[src/hw/rtl/svpt_pkg.sv]
// Shared constants, types and codes for the Sv39 page table map/walk block.
// No dependencies; every other file in hw/rtl imports this package.
`default_nettype none

package svpt_pkg;

  // Store geometry. Table pages are 512 entries of 64 bits each.
  localparam int TABLE_PAGES      = 64;
  localparam int IDX_W            = 9;
  localparam int ENTRIES_PER_PAGE = 1 << IDX_W;
  localparam int PAGE_W           = (TABLE_PAGES > 1) ? $clog2(TABLE_PAGES) : 1;
  localparam int NFT_W            = $clog2(TABLE_PAGES + 1);
  localparam int ADDR_W           = PAGE_W + IDX_W;
  localparam int DEPTH            = TABLE_PAGES * ENTRIES_PER_PAGE;

  // Field widths of the request and response words.
  localparam int VPN_W  = 27;
  localparam int PPN_W  = 44;
  localparam int PERM_W = 8;
  localparam int PTE_W  = 64;

  // Page table entry layout.
  localparam int PTE_SHIFT = 10;
  localparam int TGT_W     = PTE_W - PTE_SHIFT;
  localparam logic [PTE_W-1:0] PTE_V_MASK      = PTE_W'(64'h01);
  localparam logic [PTE_W-1:0] PTE_LEAF_FLAGS  = PTE_W'(64'hC1);

  // Walk levels.
  localparam int LVL_W = 2;
  localparam logic [LVL_W-1:0] TOP_LEVEL  = LVL_W'(2);
  localparam logic [LVL_W-1:0] LEAF_LEVEL = LVL_W'(0);

  typedef enum logic [1:0] {
    ST_OK            = 2'd0,
    ST_NOT_MAPPED    = 2'd1,
    ST_OUT_OF_TABLES = 2'd2,
    ST_DOUBLE_MAP    = 2'd3
  } svpt_status_t;

  typedef enum logic {
    REQ_LOOKUP = 1'b0,
    REQ_MAP    = 1'b1
  } svpt_req_type_t;

  typedef enum logic [2:0] {
    WS_CLEAR,
    WS_IDLE,
    WS_READ,
    WS_EVAL,
    WS_DONE
  } svpt_walk_state_t;

  // Captured request word.
  typedef struct packed {
    svpt_req_type_t    req_type;
    logic [VPN_W-1:0]  vpn;
    logic [PPN_W-1:0]  ppn;
    logic [PERM_W-1:0] perm;
  } svpt_req_t;

  // Finished walk result handed to the output register.
  typedef struct packed {
    logic             valid;
    svpt_status_t     status;
    logic [PTE_W-1:0] leaf;
  } svpt_rsp_t;

  // Single port access to the table store.
  typedef struct packed {
    logic              rd_en;
    logic              wr_en;
    logic [ADDR_W-1:0] addr;
    logic [PTE_W-1:0]  wdata;
  } svpt_mem_req_t;

endpackage

`default_nettype wire

[src/hw/rtl/svpt_walk.sv]
// Walk sequencer: clears the store after reset, then walks and maps one
// request at a time through read-evaluate-write steps. Depends on svpt_pkg.
`default_nettype none

module svpt_walk (
  input  wire logic                    clk,
  input  wire logic                    rst,
  input  wire logic                    start,
  input  wire svpt_pkg::svpt_req_t     req,
  input  wire logic                    res_take,
  input  wire logic [svpt_pkg::PTE_W-1:0] rd_data,
  output logic                         idle,
  output svpt_pkg::svpt_mem_req_t      mem_req,
  output svpt_pkg::svpt_rsp_t          rsp
);
  import svpt_pkg::*;

  svpt_walk_state_t  state, state_next;
  logic [LVL_W-1:0]  level;
  logic [PAGE_W-1:0] page;
  logic [NFT_W-1:0]  next_free;
  logic [ADDR_W-1:0] clr_addr;
  svpt_status_t      res_status;
  logic [PTE_W-1:0]  res_leaf;

  logic [IDX_W-1:0]  idx;
  logic              is_leaf_lvl;
  logic              ent_ok;
  logic              pool_empty;
  logic              is_map;
  logic              go_down;
  logic              alloc;
  logic              leaf_wr;
  logic              clr_last;
  svpt_status_t      eval_status;
  logic [PTE_W-1:0]  eval_leaf;
  logic [PTE_W-1:0]  new_leaf;
  logic [PTE_W-1:0]  new_dir;

  // Index field of the virtual page number for the current level.
  always_comb begin
    case (level)
      TOP_LEVEL:    idx = req.vpn[3*IDX_W-1:2*IDX_W];
      LVL_W'(1):    idx = req.vpn[2*IDX_W-1:IDX_W];
      default:      idx = req.vpn[IDX_W-1:0];
    endcase
  end

  // Decisions on the entry just read.
  always_comb begin
    is_map      = (req.req_type == REQ_MAP);
    is_leaf_lvl = (level == LEAF_LEVEL);
    ent_ok      = rd_data[0] && (rd_data[PTE_W-1:PTE_SHIFT] < TGT_W'(TABLE_PAGES));
    pool_empty  = (next_free >= NFT_W'(TABLE_PAGES));
    alloc       = !is_leaf_lvl && !ent_ok && is_map && !pool_empty;
    go_down     = !is_leaf_lvl && (ent_ok || alloc);
    leaf_wr     = is_leaf_lvl && is_map && !rd_data[0];
    new_leaf    = (PTE_W'(req.ppn) << PTE_SHIFT) | PTE_W'(req.perm) | PTE_LEAF_FLAGS;
    new_dir     = (PTE_W'(next_free[PAGE_W-1:0]) << PTE_SHIFT) | PTE_V_MASK;
    clr_last    = (clr_addr == ADDR_W'(DEPTH - 1));

    eval_status = ST_OK;
    eval_leaf   = '0;
    if (!is_leaf_lvl) begin
      if (!ent_ok && !is_map) begin
        eval_status = ST_NOT_MAPPED;
      end else if (!ent_ok && pool_empty) begin
        eval_status = ST_OUT_OF_TABLES;
      end
    end else if (!is_map) begin
      eval_leaf = rd_data;
    end else if (rd_data[0]) begin
      eval_status = ST_DOUBLE_MAP;
    end else begin
      eval_leaf = new_leaf;
    end
  end

  // Next state.
  always_comb begin
    state_next = state;
    unique case (state)
      WS_CLEAR: if (clr_last) state_next = WS_IDLE;
      WS_IDLE:  if (start) state_next = WS_READ;
      WS_READ:  state_next = WS_EVAL;
      WS_EVAL:  state_next = go_down ? WS_READ : WS_DONE;
      WS_DONE:  if (res_take) state_next = WS_IDLE;
      default:  state_next = WS_CLEAR;
    endcase
  end

  // Outputs: store access and status toward the top level.
  always_comb begin
    mem_req.rd_en = 1'b0;
    mem_req.wr_en = 1'b0;
    mem_req.addr  = {page, idx};
    mem_req.wdata = new_leaf;
    unique case (state)
      WS_CLEAR: begin
        mem_req.wr_en = 1'b1;
        mem_req.addr  = clr_addr;
        mem_req.wdata = '0;
      end
      WS_READ: begin
        mem_req.rd_en = 1'b1;
      end
      WS_EVAL: begin
        mem_req.wr_en = alloc || leaf_wr;
        mem_req.wdata = alloc ? new_dir : new_leaf;
      end
      default: begin
      end
    endcase
    idle       = (state == WS_IDLE);
    rsp.valid  = (state == WS_DONE);
    rsp.status = res_status;
    rsp.leaf   = res_leaf;
  end

  always_ff @(posedge clk) begin
    if (rst) begin
      state     <= WS_CLEAR;
      clr_addr  <= '0;
      next_free <= NFT_W'(1);
    end else begin
      state <= state_next;
      if (state == WS_CLEAR) begin
        clr_addr <= clr_addr + ADDR_W'(1);
      end
      if (state == WS_EVAL && alloc) begin
        next_free <= next_free + NFT_W'(1);
      end
    end
  end

  // Walk position and result; these need no reset.
  always_ff @(posedge clk) begin
    if (state == WS_IDLE && start) begin
      level <= TOP_LEVEL;
      page  <= '0;
    end else if (state == WS_EVAL) begin
      if (go_down) begin
        level <= level - LVL_W'(1);
        page  <= alloc ? next_free[PAGE_W-1:0] : rd_data[PTE_SHIFT+PAGE_W-1:PTE_SHIFT];
      end else begin
        res_status <= eval_status;
        res_leaf   <= eval_leaf;
      end
    end
  end

endmodule

`default_nettype wire

[config.mk]
export PLATFORM = sky130hd
export DESIGN_NAME = svpt_walk
export DESIGN_NICKNAME = d
export VERILOG_FILES = /design/src/hw/rtl/svpt_pkg.sv /design/src/hw/rtl/svpt_walk.sv
export SDC_FILE = /design/constraint.sdc
export NUM_CORES = 1
export LEC_CHECK = 0
export BUFFER_PORTS_ARGS = -buffer_cell sky130_fd_sc_hd__buf_4
export CAP_MARGIN = 10
export CORE_AREA = 4 4 113 115
export CTS_CLUSTER_SIZE = 25
export DETAILED_ROUTE_END_ITERATION = 8
export DIE_AREA = 0 0 117 119
export PLACE_DENSITY = 0.83
export SYNTH_ARGS = -nofsm -noshare
export SYNTH_HDL_FRONTEND = slang
export SYNTH_SLANG_ARGS = --single-unit
[constraint.sdc]
create_clock -name clk -period 7.13 [get_ports clk]
set_input_delay 1.0695 -clock clk [delete_from_list [all_inputs] [get_ports clk]]
set_output_delay 1.0695 -clock clk [all_outputs]
set_load 0.005 [all_outputs]
Yosys cells after proc, flatten, opt, wreduce, memory -nomap -nowiden. Cells that the tools add are included.

Reductions and logical operators: 23. Bitwise operators: 3. Div/mod/pow operators: 0. Add/sub/neg operators: 3. Shift operators: 0. Multiply operators: 0. Equal/unequal tests: 10. Order comparisons: 2. Muxes and demuxes: 19.

Operators with widths (number): 2-to-1 mux 54 bit (2); one-hot mux 54 bit (2 select lines) (1); 2-to-1 mux 64 bit (1); less-than comparator 54 x 7 -> 1 bit, second input constant (1); OR 54 x 8 -> 54 bit (1); one-hot mux 9 bit (2 select lines) (1); adder 15 x 1 -> 15 bit, second input constant (1); equality test 15 bit, second input constant (1); 2-to-1 mux 15 bit (1); one-hot mux 3 bit (5 select lines) (1); 2-to-1 mux 3 bit (4); logical AND 1 bit (11); 2-to-1 mux 2 bit (5); adder 7 x 1 -> 7 bit, second input constant (1); >= comparator 7 bit, second input constant (1); equality test 3 x 2 -> 1 bit, second input constant (2); 2-to-1 mux 6 bit (1); != test 2 bit, second input constant (3); AND reduction 3 bit (2); logical NOT 1 bit (5); equality test 3 x 1 -> 1 bit, second input constant (1); equality test 3 bit, second input constant (1); logical NOT 3 bit (1); equality test 2 x 1 -> 1 bit, second input constant (1); 8 further kinds (10).

Register bits: 99. Latch bits: 0. Memories: 0. Input bits: 148. Bits in writable memories: 0. Bits in read-only memories: 0. Output and inout bits: 149.

Depth between registers and ports, before layout. Gate-level depths: netlist of the first run.

Depth after elaboration: 10. Depth in mapped cells: 9. Depth with buffers taken out: 7.

Worst setup path after synthesis of the first run. No wires, ideal clock.

Path kind: input port to output port. Start point: in rd_data[59] in the netlist's numbering. End point: out mem_req[17] in the netlist's numbering. Stages: 7. Required time: 6.060 ns. Data arrival time: 2.668 ns. Path buffers: 2. Path slack: 3.393 ns. Cell sequence: nor4_1 > nand4_1 > or4_1 > buf_6 > a21oi_4 > buf_6 > and2_2.

RTL lines: from (decl) (line svpt_walk.sv:11) `input wire logic [svpt_pkg::PTE_W-1:0] rd_data,`; to (decl) (line svpt_walk.sv:13) `output svpt_pkg::svpt_mem_req_t mem_req,`.

==> reports/qor.yml, run 1 <==
routing:
  avgRoutedWirePerCell_um: 19.09
  drtPass1Iterations: 5
  num_vias: 5110
  drcViolationCount: 0
  antenna_left: 0
  drt-vias-per-instance: 5.477
  routed_wl_um: 17810
  drt-initial-drc-count: 458
power:
  clockPowerShare_pct: 37.9
  power.density_nw_per_um2: 165.1
  combPwrFrac_pct: 13.1
  internal-power_mw: 0.9819
  p_sw_share_pct: 22.58
  ir_drop_uv: 98.03
  p_leak_nw: 3.389
  p_seq_share_pct: 49.0
  p_switching_mw: 0.2864
critical_path:
  regToRegSetupSlack_ns: 4.42
  required_ns: 6.06
  cp-start-kind: "primary input"
  cpMaxStageDelayCell: "a21oi_4"
  crit_fanout: 45
  crit_arrival_ns: 3.81
  criticalPathCategory: "primary input to output pin"
  crit_path_end_kind: "output pin"
  cpPeakStageDelay_ns: 0.80
  path_cells: "buf_4 > nor4_1 > nand4_1 > or4_1 > a21oi_4 > and2_2 > buf_4"
  path_common_cell: "buf_4"
placement:
  hpwlAfterDp_um: 13740
  dpl_cell_area_um2: 7387
  io_buffers: 281
  gp_congestion: 0.8916
  placed_cells: 917
  pre_cts_ws_ns: 2.223
die:
  design.die.area_um2: 13920
  core_um2: 11810
  die_x_um: 117
  start_util_pct: 44.58
  io_pins: 297
  dieHeight_um: 119
  rows: 40
sta:
  clock-skew-final_ns: 0.009443
  max_clock_freq_ghz: 0.2048
  finalMaxSlewViolations: 0
  min_period_ns: 4.882
  hold_slack_ns: 0.4936
  setup_tns_ns: 0
  relSlewSlack_pct: 24.74
  rsz0062_at_grt: "no"
  setup_violations: 0
  setup_ws_ns: 2.248
  min_period_over_period_pct: 68.47
  finalHoldViolCount: 0
  tightest_slew_ns: 1.120
job:
  maxCapViolations: 0
logic_synthesis:
  synth_cell_types: 49
  avgSynthCellArea_um2: 10.13
  synthFlopType: "edfxtp_1"
  syn_area_um2: 5265
  yosysSeqAreaShare_pct: 50.19
  synth_edf_count: 66
  ys_warn_count: 0
  ys_async_sr_fraction_pct: 0
  syn_inst: 520
  ys_seq_elements: 99
min_path:
  hold_path.class: "flip-flop to flip-flop"
clock_tree:
  cts_buffers: 9
  root_buffer: "clkbuf_16"
  ctsResizeCount: 0
  ctsHoldBuffers: 0
  cts_setup_buffers: 0
  cts_max_level: 3
  clock-sinks: 99
  cts_tree: "done"
  clock_path_buffers: 2
  clkTransAtPathRegs_ns: 0.07
  clk_latency_ns: 0.33
cells_and_area:
  fillers: 951
  nNetsFinal: 936
  drive_above_1_share_pct: 41.60
  mostFrequentLayoutCells: "buf_4 (286), edfxtp_1 (66), nand2_1 (61), a22o_1 (49), and2_1 (46)"
  area_delta_synth_final_pct: 45.87
  antennaDiodeCount: 0
  final_common_cell: "buf_4"
  final_cells: 933
  design_area_um2: 7680
grt:
  grt_pass1_wl_um: 26010
  antenna_found_initial: 1
  grt-ovfl-total: 0
  grt_pass1_vias: 4982
  grt_max_degree: 67
  grt_usage_pct: 24.12
outcome:
  status: "finished clean"
[metrics by stage]
step	total power, mW	utilization (%)
after floorplan	0.7108	-
after CTS	1.277	65.02
after global placement	0.7934	62.54
after detailed placement	0.7991	62.54
final	1.268	65.02
after global routing	1.317	65.02
[final timing paths]
| check | from | end | depth (start not counted) |
|---|---|---|---|
| max | rd_data[59] | mem_req[28] | 7 |
| min | clr_addr[1] | clr_addr[1] | 2 |
| max reg2reg | level[0] | level[1] | 7 |
| min reg2reg | clr_addr[1] | clr_addr[1] | 2 |
[metal layers]
layer  wire length (um)  vias to the layer above  GRT usage [%]
met1               6514                     2393          27.04
li1                   -                     2401              -
met2               9140                      271          43.49
met4                685                        2          9.892
met5                 13                        -              0
met3               1457                       43          5.081
[cells by family after synthesis]
logic type | synth area share (%)
adder cells (fa/ha/maj) | 1.663
multiplexers | 1.188
AND/OR/NAND/NOR | 22.98
flip-flops | 50.19
other | 0.07122
XOR/XNOR | 1.331
AO/OA/AOI/OAI | 16.56
buffers and inverters | 6.012
[critical path: cells and delay by family]
family          cells  cell delay [ns]
compound gates      1             0.80
simple gates        4             1.67
buf+inv             2             0.24
[power by group through the flow]
stage          logic [mW]  registers (mW)  clock network, mW
2_1_floorplan      0.0773           0.633                  0
3_3_place_gp        0.160           0.634                  0
3_5_place_dp        0.165           0.634                  0
4_1_cts             0.166           0.621              0.490
5_1_grt             0.181           0.621              0.515
6_report            0.167           0.621              0.481
[area by class of cell]
| type | count | area [um2] | share of cell area, % |
|---|---|---|---|
| flip-flops and latches | 99 | 2643 | 34.41 |
| multi-input cells | 375 | 2376 | 30.94 |
| repair buffers | 286 | 2147 | 27.96 |
| clock buffers | 10 | 229.0 | 2.981 |
| well taps | 147 | 183.9 | 2.395 |
| clock inverters | 6 | 63.81 | 0.8309 |
| inverters | 10 | 37.54 | 0.4888 |
[registers in the layout (all words and copies together), names as in the netlist]
signal,cells
clr_addr,15
level,2
next_free,7
page,6
res_leaf,64
res_status,2
state,3
[synth_stat cells (2+ instances only)]
cell type | count | area share [%]
buf_6 | 7 | 1.5
nand2b_1 | 3 | 0.36
o21a_1 | 3 | 0.43
edfxtp_1 | 66 | 38
buf_1 | 2 | 0.14
and2_2 | 14 | 2.0
nor3_1 | 10 | 0.95
ha_1 | 7 | 1.7
nand3_1 | 15 | 1.4
clkbuf_1 | 24 | 1.7
o31ai_1 | 7 | 1.0
or4_1 | 2 | 0.29
and4_1 | 3 | 0.50
mux2i_1 | 4 | 0.76
xnor2_1 | 2 | 0.33
nor2b_1 | 8 | 0.95
o21ai_1 | 4 | 0.38
and2_1 | 46 | 5.5
a21oi_1 | 13 | 1.2
nor4_1 | 11 | 1.3
a22o_1 | 49 | 8.2
o2111a_1 | 2 | 0.43
xor2_1 | 6 | 1.0
nand4_1 | 8 | 0.95
mux2_2 | 2 | 0.43
buf_4 | 13 | 1.9
or3_1 | 10 | 1.2
nor3b_1 | 3 | 0.43
inv_1 | 10 | 0.71
nor2_1 | 21 | 1.5
a21o_1 | 2 | 0.29
dfxtp_1 | 33 | 13
nand2_1 | 61 | 4.3
o21ai_0 | 26 | 2.5
a22oi_1 | 9 | 1.3
(Power assumes the default switching activity.)
==> inputs of run 2 (changes only) <==
--- a/config.mk
+++ b/config.mk
@@ -5,13 +5,14 @@
 export SDC_FILE = /design/constraint.sdc
 export NUM_CORES = 1
 export LEC_CHECK = 0
+export ABC_AREA = 1
 export BUFFER_PORTS_ARGS = -buffer_cell sky130_fd_sc_hd__buf_4
 export CAP_MARGIN = 10
-export CORE_AREA = 4 4 113 115
+export CORE_AREA = 4 4 117 119
 export CTS_CLUSTER_SIZE = 25
 export DETAILED_ROUTE_END_ITERATION = 8
-export DIE_AREA = 0 0 117 119
-export PLACE_DENSITY = 0.83
+export DIE_AREA = 0 0 121 123
+export PLACE_DENSITY = 0.82
 export SYNTH_ARGS = -nofsm -noshare
 export SYNTH_HDL_FRONTEND = slang
 export SYNTH_SLANG_ARGS = --single-unit
==> constraint.sdc (replaced) <==
create_clock -name clk -period 4.6 [get_ports clk]
set_input_delay 0.69 -clock clk [delete_from_list [all_inputs] [get_ports clk]]
set_output_delay 0.69 -clock clk [all_outputs]
set_load 0.005 [all_outputs]
==> reports/qor.yml, run 2 <==
critical_path:
  crit_path_end_kind: "output pin"
  endpoint: "mem_req[10]"
  crit_arrival_ns: 2.66
  crit_fanout: 13
  required_ns: 3.91
  regToRegSetupSlack_ns: 1.86
  rr_startpoint: "level[0]"
  cp-start-kind: "flip-flop"
  critPathLaunch: "level[0]"
  reg2regPathDepth: 8
  criticalPathCategory: "flip-flop to output pin"
  r2r_end: "res_leaf[12]"
power:
  power.density_nw_per_um2: 262.6
  ir_drop_uv: 172.0
  p_leak_nw: 3.805
clock_tree:
  clock-sinks: 99
  clkTransAtPathRegs_ns: 0.07
  cts_setup_buffers: 0
  cts_tree: "done"
  cts_buffers: 9
  cts_max_level: 3
  clk_latency_ns: 0.34
  ctsHoldBuffers: 0
  root_buffer: "clkbuf_16"
  clock_path_buffers: 2
  ctsResizeCount: 0
placement:
  hpwlAfterDp_um: 14930
  placed_cells: 1134
  io_buffers: 281
  gp_congestion: 0.8391
logic_synthesis:
  avgSynthCellArea_um2: 7.996
  synth_largest_area_cell: "edfxtp_1"
  ys_seq_elements: 99
  yosysTopAreaCellShare_pct: 34.81
  synthFlopType: "edfxtp_1"
  ys_warn_count: 0
  yosysSeqAreaShare_pct: 46.42
  synthTopCellsByCount: "inv_1 (119), nand2_1 (109), o21ai_0 (76), nor2_1 (73), edfxtp_1 (66)"
  ys_async_sr_fraction_pct: 0
  syn_area_um2: 5693
  synth_cell_types: 35
  synthTopCellsByArea: "edfxtp_1 (35%), dfxtp_1 (12%), inv_1 (7.8%)"
  syn_inst: 712
  yosysMostFrequentCell: "inv_1"
  synth_edf_count: 66
routing:
  drtPass1Iterations: 5
  num_vias: 5730
  antenna_left: 0
  avgRoutedWirePerCell_um: 16.84
  drcViolationCount: 0
  routed_wl_um: 19370
  drt-vias-per-instance: 4.983
  drt-initial-drc-count: 698
outcome:
  status: "finished clean"
cells_and_area:
  largest_registers: "res_leaf: 64 flops, clr_addr: 15 flops, next_free: 7 flops"
  drive_above_1_share_pct: 35.69
  area_delta_synth_final_pct: 41.36
  top_register: "res_leaf"
  mostFrequentLayoutCells: "buf_4 (286), inv_1 (118), nand2_1 (109), o21ai_0 (76), nor2_1 (73)"
  nNetsFinal: 1128
  final_common_cell: "buf_4"
  largest_reg_flops: 64
  final_cells: 1150
  fin_util_pct: 64.03
  fillers: 1067
  antennaDiodeCount: 0
grt:
  grt_usage_pct: 24.69
  grt-ovfl-total: 0
  grt_pass1_wl_um: 28330
  grt_max_degree: 67
  grt_pass1_vias: 5371
  antenna_found_initial: 0
die:
  core_um2: 12570
  die_x_um: 121
  io_pins: 297
  rows: 41
  dieHeight_um: 123
  design.die.area_um2: 14880
  start_util_pct: 45.30
sta:
  finalMaxSlewViolations: 0
  min_period_over_period_pct: 72.89
  setup_violations: 0
  clock-skew-final_ns: 0.007159
  min_period_ns: 3.353
  tightest_slew_ns: 0.8742
  max_clock_freq_ghz: 0.2983
  finalHoldViolCount: 0
  relSlewSlack_pct: 41.72
  rsz0062_at_grt: "no"
  setup_tns_ns: 0
job:
  maxCapViolations: 0
min_path:
  hold_path.class: "flip-flop to flip-flop"
[run 2: cell types whose count changed after synthesis, moves of 37 or more]
| cell | change |
|---|---|
| o21ai_0 | +50 |
| inv_1 | +109 |
| nor2_1 | +52 |
| a22o_1 | -48 |
| nand2_1 | +48 |
| nand3_1 | +41 |
| and2_1 | -46 |
| nor2_2 | +37 |
[run 2: power breakdown]
group,internal (mW),total (mW),switching [mW]
clock,0.367,0.698,0.331
sequential,0.980,0.993,0.0129
combinational,0.175,0.423,0.248
total,1.52,2.11,0.592
[run 2: stage by stage]
step / total power [mW] / setup slack (ns) / cell area, um2 / hold slack, ns
2_1_floorplan: 1.263 / 1.671 / 5734 / 0.4391
3_3_place_gp: 1.421 / 1.418 / 7780 / 0.4570
3_5_place_dp: 1.431 / 1.416 / 7780 / 0.4666
4_1_cts: 2.124 / 1.239 / 8048 / 0.4775
5_1_grt: 2.205 / 0.9763 / 8048 / 0.5172
6_report: 2.113 / 1.247 / 8048 / 0.4747
[run 2: per-layer routing]
metal	up-vias	track usage (%)	routed length [um]
met1	2627	27.17	7038
met4	0	7.365	452
met2	249	45.75	10060
li1	2829	-	-
met5	-	0	0
met3	25	7.502	1821
[run 2: cell families after synthesis]
family	Yosys count	share of synthesized area (%)
simple gates	307	25.58
buf+inv	168	13.58
xor+xnor	5	0.7694
fa+ha+maj	7	1.538
flops	99	46.42
compound gates	125	12.04
other cells	1	0.06587
[run 2: layout make-up]
class,count,area [um2],share of cell area (%)
clock buffer,10,229.0,2.845
clock inverter,6,38.79,0.4820
inverter,121,454.2,5.644
multi-input combinational,456,2321,28.84
sequential,99,2643,32.84
tap,172,215.2,2.674
timing repair buffer,286,2147,26.68
[run 2: worst min path at each step]
stage	from	to	slack, ns	depth (start not counted)
after floorplan	clr_addr[11]	clr_addr[11]	0.44	2
after global placement	clr_addr[14]	clr_addr[14]	0.46	2
after detailed placement	clr_addr[14]	clr_addr[14]	0.47	2
after CTS	clr_addr[14]	clr_addr[14]	0.48	2
after global routing	clr_addr[14]	clr_addr[14]	0.52	2
final	clr_addr[14]	clr_addr[14]	0.47	2
[run 2: worst max-delay path: stages (launching register included)]
cell,delay [ns]
dfxtp_1,0.36
inv_1,0.08
ha_2,0.20
nor2_1,0.58
nand3_1,0.52
nand2_1,0.17
nand2_1,0.06
nand2_1,0.05
o21ai_0,0.13
buf_4,0.17
==> inputs of run 3 (changes only) <==
--- a/config.mk
+++ b/config.mk
@@ -8,11 +8,11 @@
 export ABC_AREA = 1
 export BUFFER_PORTS_ARGS = -buffer_cell sky130_fd_sc_hd__buf_4
 export CAP_MARGIN = 10
-export CORE_AREA = 4 4 117 119
+export CORE_AREA = 4 4 122 124
 export CTS_CLUSTER_SIZE = 25
 export DETAILED_ROUTE_END_ITERATION = 8
-export DIE_AREA = 0 0 121 123
-export PLACE_DENSITY = 0.82
+export DIE_AREA = 0 0 126 128
+export PLACE_DENSITY = 0.79
 export SYNTH_ARGS = -nofsm -noshare
 export SYNTH_HDL_FRONTEND = slang
 export SYNTH_SLANG_ARGS = --single-unit
==> constraint.sdc (replaced) <==
create_clock -name clk -period 2.9 [get_ports clk]
set_input_delay 0.435 -clock clk [delete_from_list [all_inputs] [get_ports clk]]
set_output_delay 0.435 -clock clk [all_outputs]
set_load 0.005 [all_outputs]
==> reports/qor.yml, run 3 (same netlist as run 2, synthesis figures left out) <==
power:
  p_sw_share_pct: 27.77
  internal-power_mw: 2.608
  p_switching_mw: 1.003
  p_leak_nw: 3.859
  clockPowerShare_pct: 37.7
  power.density_nw_per_um2: 441.6
  p_seq_share_pct: 43.6
  combPwrFrac_pct: 18.7
  ir_drop_uv: 259.0
routing:
  drcViolationCount: 0
  avgRoutedWirePerCell_um: 16.39
  routed_wl_um: 19060
  drt-initial-drc-count: 524
  drt-vias-per-instance: 4.939
  antenna_left: 0
  num_vias: 5744
  drtPass1Iterations: 6
sta:
  relSlewSlack_pct: 58.07
  max_clock_freq_ghz: 0.3721
  clock-skew-final_ns: 0.01085
  setup_violations: 0
  min_period_over_period_pct: 92.66
  finalMaxSlewViolations: 0
  min_period_ns: 2.687
  finalHoldViolCount: 0
  rsz0062_at_grt: "yes"
  tightest_slew_ns: 0.6274
die:
  io_pins: 297
  die_x_um: 126
  start_util_pct: 41.33
  rows: 43
  design.die.area_um2: 16130
  core_um2: 13770
  dieHeight_um: 128
grt:
  antenna_found_initial: 1
  grt-ovfl-total: 0
  grt_usage_pct: 22.62
  grt_pass1_wl_um: 28300
  grt_max_degree: 67
  grt_pass1_vias: 5338
cells_and_area:
  fillers: 1237
  final_cells: 1163
  ff_latch_area_um2: 2643
  top_register: "res_leaf"
  design_area_um2: 8177
  mostFrequentLayoutCells: "buf_4 (289), inv_1 (118), nand2_1 (109), o21ai_0 (76), nor2_1 (73)"
  final_common_cell: "buf_4"
  multi_input_area_um2: 2326
  largest_registers: "res_leaf: 64 flops, clr_addr: 15 flops, next_free: 7 flops"
  area_delta_synth_final_pct: 43.63
  drive_above_1_share_pct: 36.35
  nNetsFinal: 1132
  largest_reg_flops: 64
clock_tree:
  clkTransAtPathRegs_ns: 0.07
  cts_buffers: 9
  cts_max_level: 3
  clock_path_buffers: 2
  root_buffer: "clkbuf_16"
  ctsHoldBuffers: 0
  cts_tree: "done"
  clk_latency_ns: 0.36
  clock-sinks: 99
placement:
  io_buffers: 281
  dpl_cell_area_um2: 7833
  placed_cells: 1146
  gp_congestion: 0.8845
  hpwlAfterDp_um: 14730
min_path:
  hold_path.class: "primary input to flip-flop"
job:
  maxCapViolations: 0
critical_path:
  crit_fanout: 44
  cp-start-kind: "flip-flop"
  required_ns: 2.47
  crit_path_end_kind: "output pin"
  crit_arrival_ns: 2.25
  criticalPathCategory: "flip-flop to output pin"
outcome:
  status: "finished clean"
run 3: cell count changes in the layout (fill, tap and decap cells not counted), sizes merged:
cell	change
buf	+4
bufinv	+2
clkinv	-2
clkbuf	-1
clkinvlp	+1
diode	+1
run 3: cell type report:
cell class / count / share of cell area, %
Sequential cell: 99 / 32.32
Clock inverter: 7 / 1.362
Antenna cell: 1 / 0.03060
Clock buffer: 9 / 2.754
Inverter: 121 / 5.555
Timing Repair Buffer: 290 / 26.78
Tap cell: 180 / 2.754
Multi-Input combinational cell: 456 / 28.45
run 3: critical path, stage by stage (launching register included):
cell and delay (ns):
dfxtp_1 0.37, inv_1 0.09, ha_2 0.20, nor2_1 0.10
buf_4 0.19, nand4_4 0.22, nand2_8 0.40, inv_1 0.12
buf_4 0.17
run 3: layer usage:
layer	part of all wire (%)	vias up	track usage (%)	routed length [um]
met2	51	274	39.87	9726
met5	0	-	0	0
met1	36	2596	25.08	6791
li1	-	2832	-	-
met3	9.4	42	6.667	1788
met4	4.0	0	10.73	756
run 3: stage by stage:
| stage | power [mW] | utilization (%) | setup WS (ns) | hold WS (ns) | TNS [ns] |
|---|---|---|---|---|---|
| CTS | 3.634 | 59.31 | 0.1766 | 0.3611 | 0 |
| global placement | 2.257 | 56.87 | 0.3572 | 0.4627 | 0 |
| finish | 3.611 | 59.37 | 0.2128 | 0.3678 | 0 |
| global route | 3.785 | 59.37 | -0.006385 | 0.3720 | -0.006385 |
| detailed placement | 2.275 | 56.87 | 0.3638 | 0.4676 | 0 |
| floorplan | 2.003 | - | 0.1880 | 0.4391 | 0 |
run 3: power by group through the flow:
stage / combinational, mW / sequential (mW) / clock [mW]
2_1_floorplan: 0.402 / 1.60 / 0
3_3_place_gp: 0.652 / 1.60 / 0
5_1_grt: 0.753 / 1.58 / 1.45
6_report: 0.676 / 1.57 / 1.36
4_1_cts: 0.675 / 1.57 / 1.38
3_5_place_dp: 0.670 / 1.61 / 0
run 3: worst paths after layout:
kind / end / cells past startpoint / startpoint / slack [ns]
min reg2reg: clr_addr[14] / 2 / clr_addr[14] / 0.48
min: next_free[3] / 2 / rst / 0.37
max reg2reg: res_leaf[17] / 5 / level[0] / 0.80
max: mem_req[6] / 8 / level[0] / 0.21
run 3: repair_timing:
item	4_1_cts	5_1_grt
gates resized for setup	0	1
hold endpoints to repair	0	0
setup buffers	0	0
setup endpoints to repair	0	2
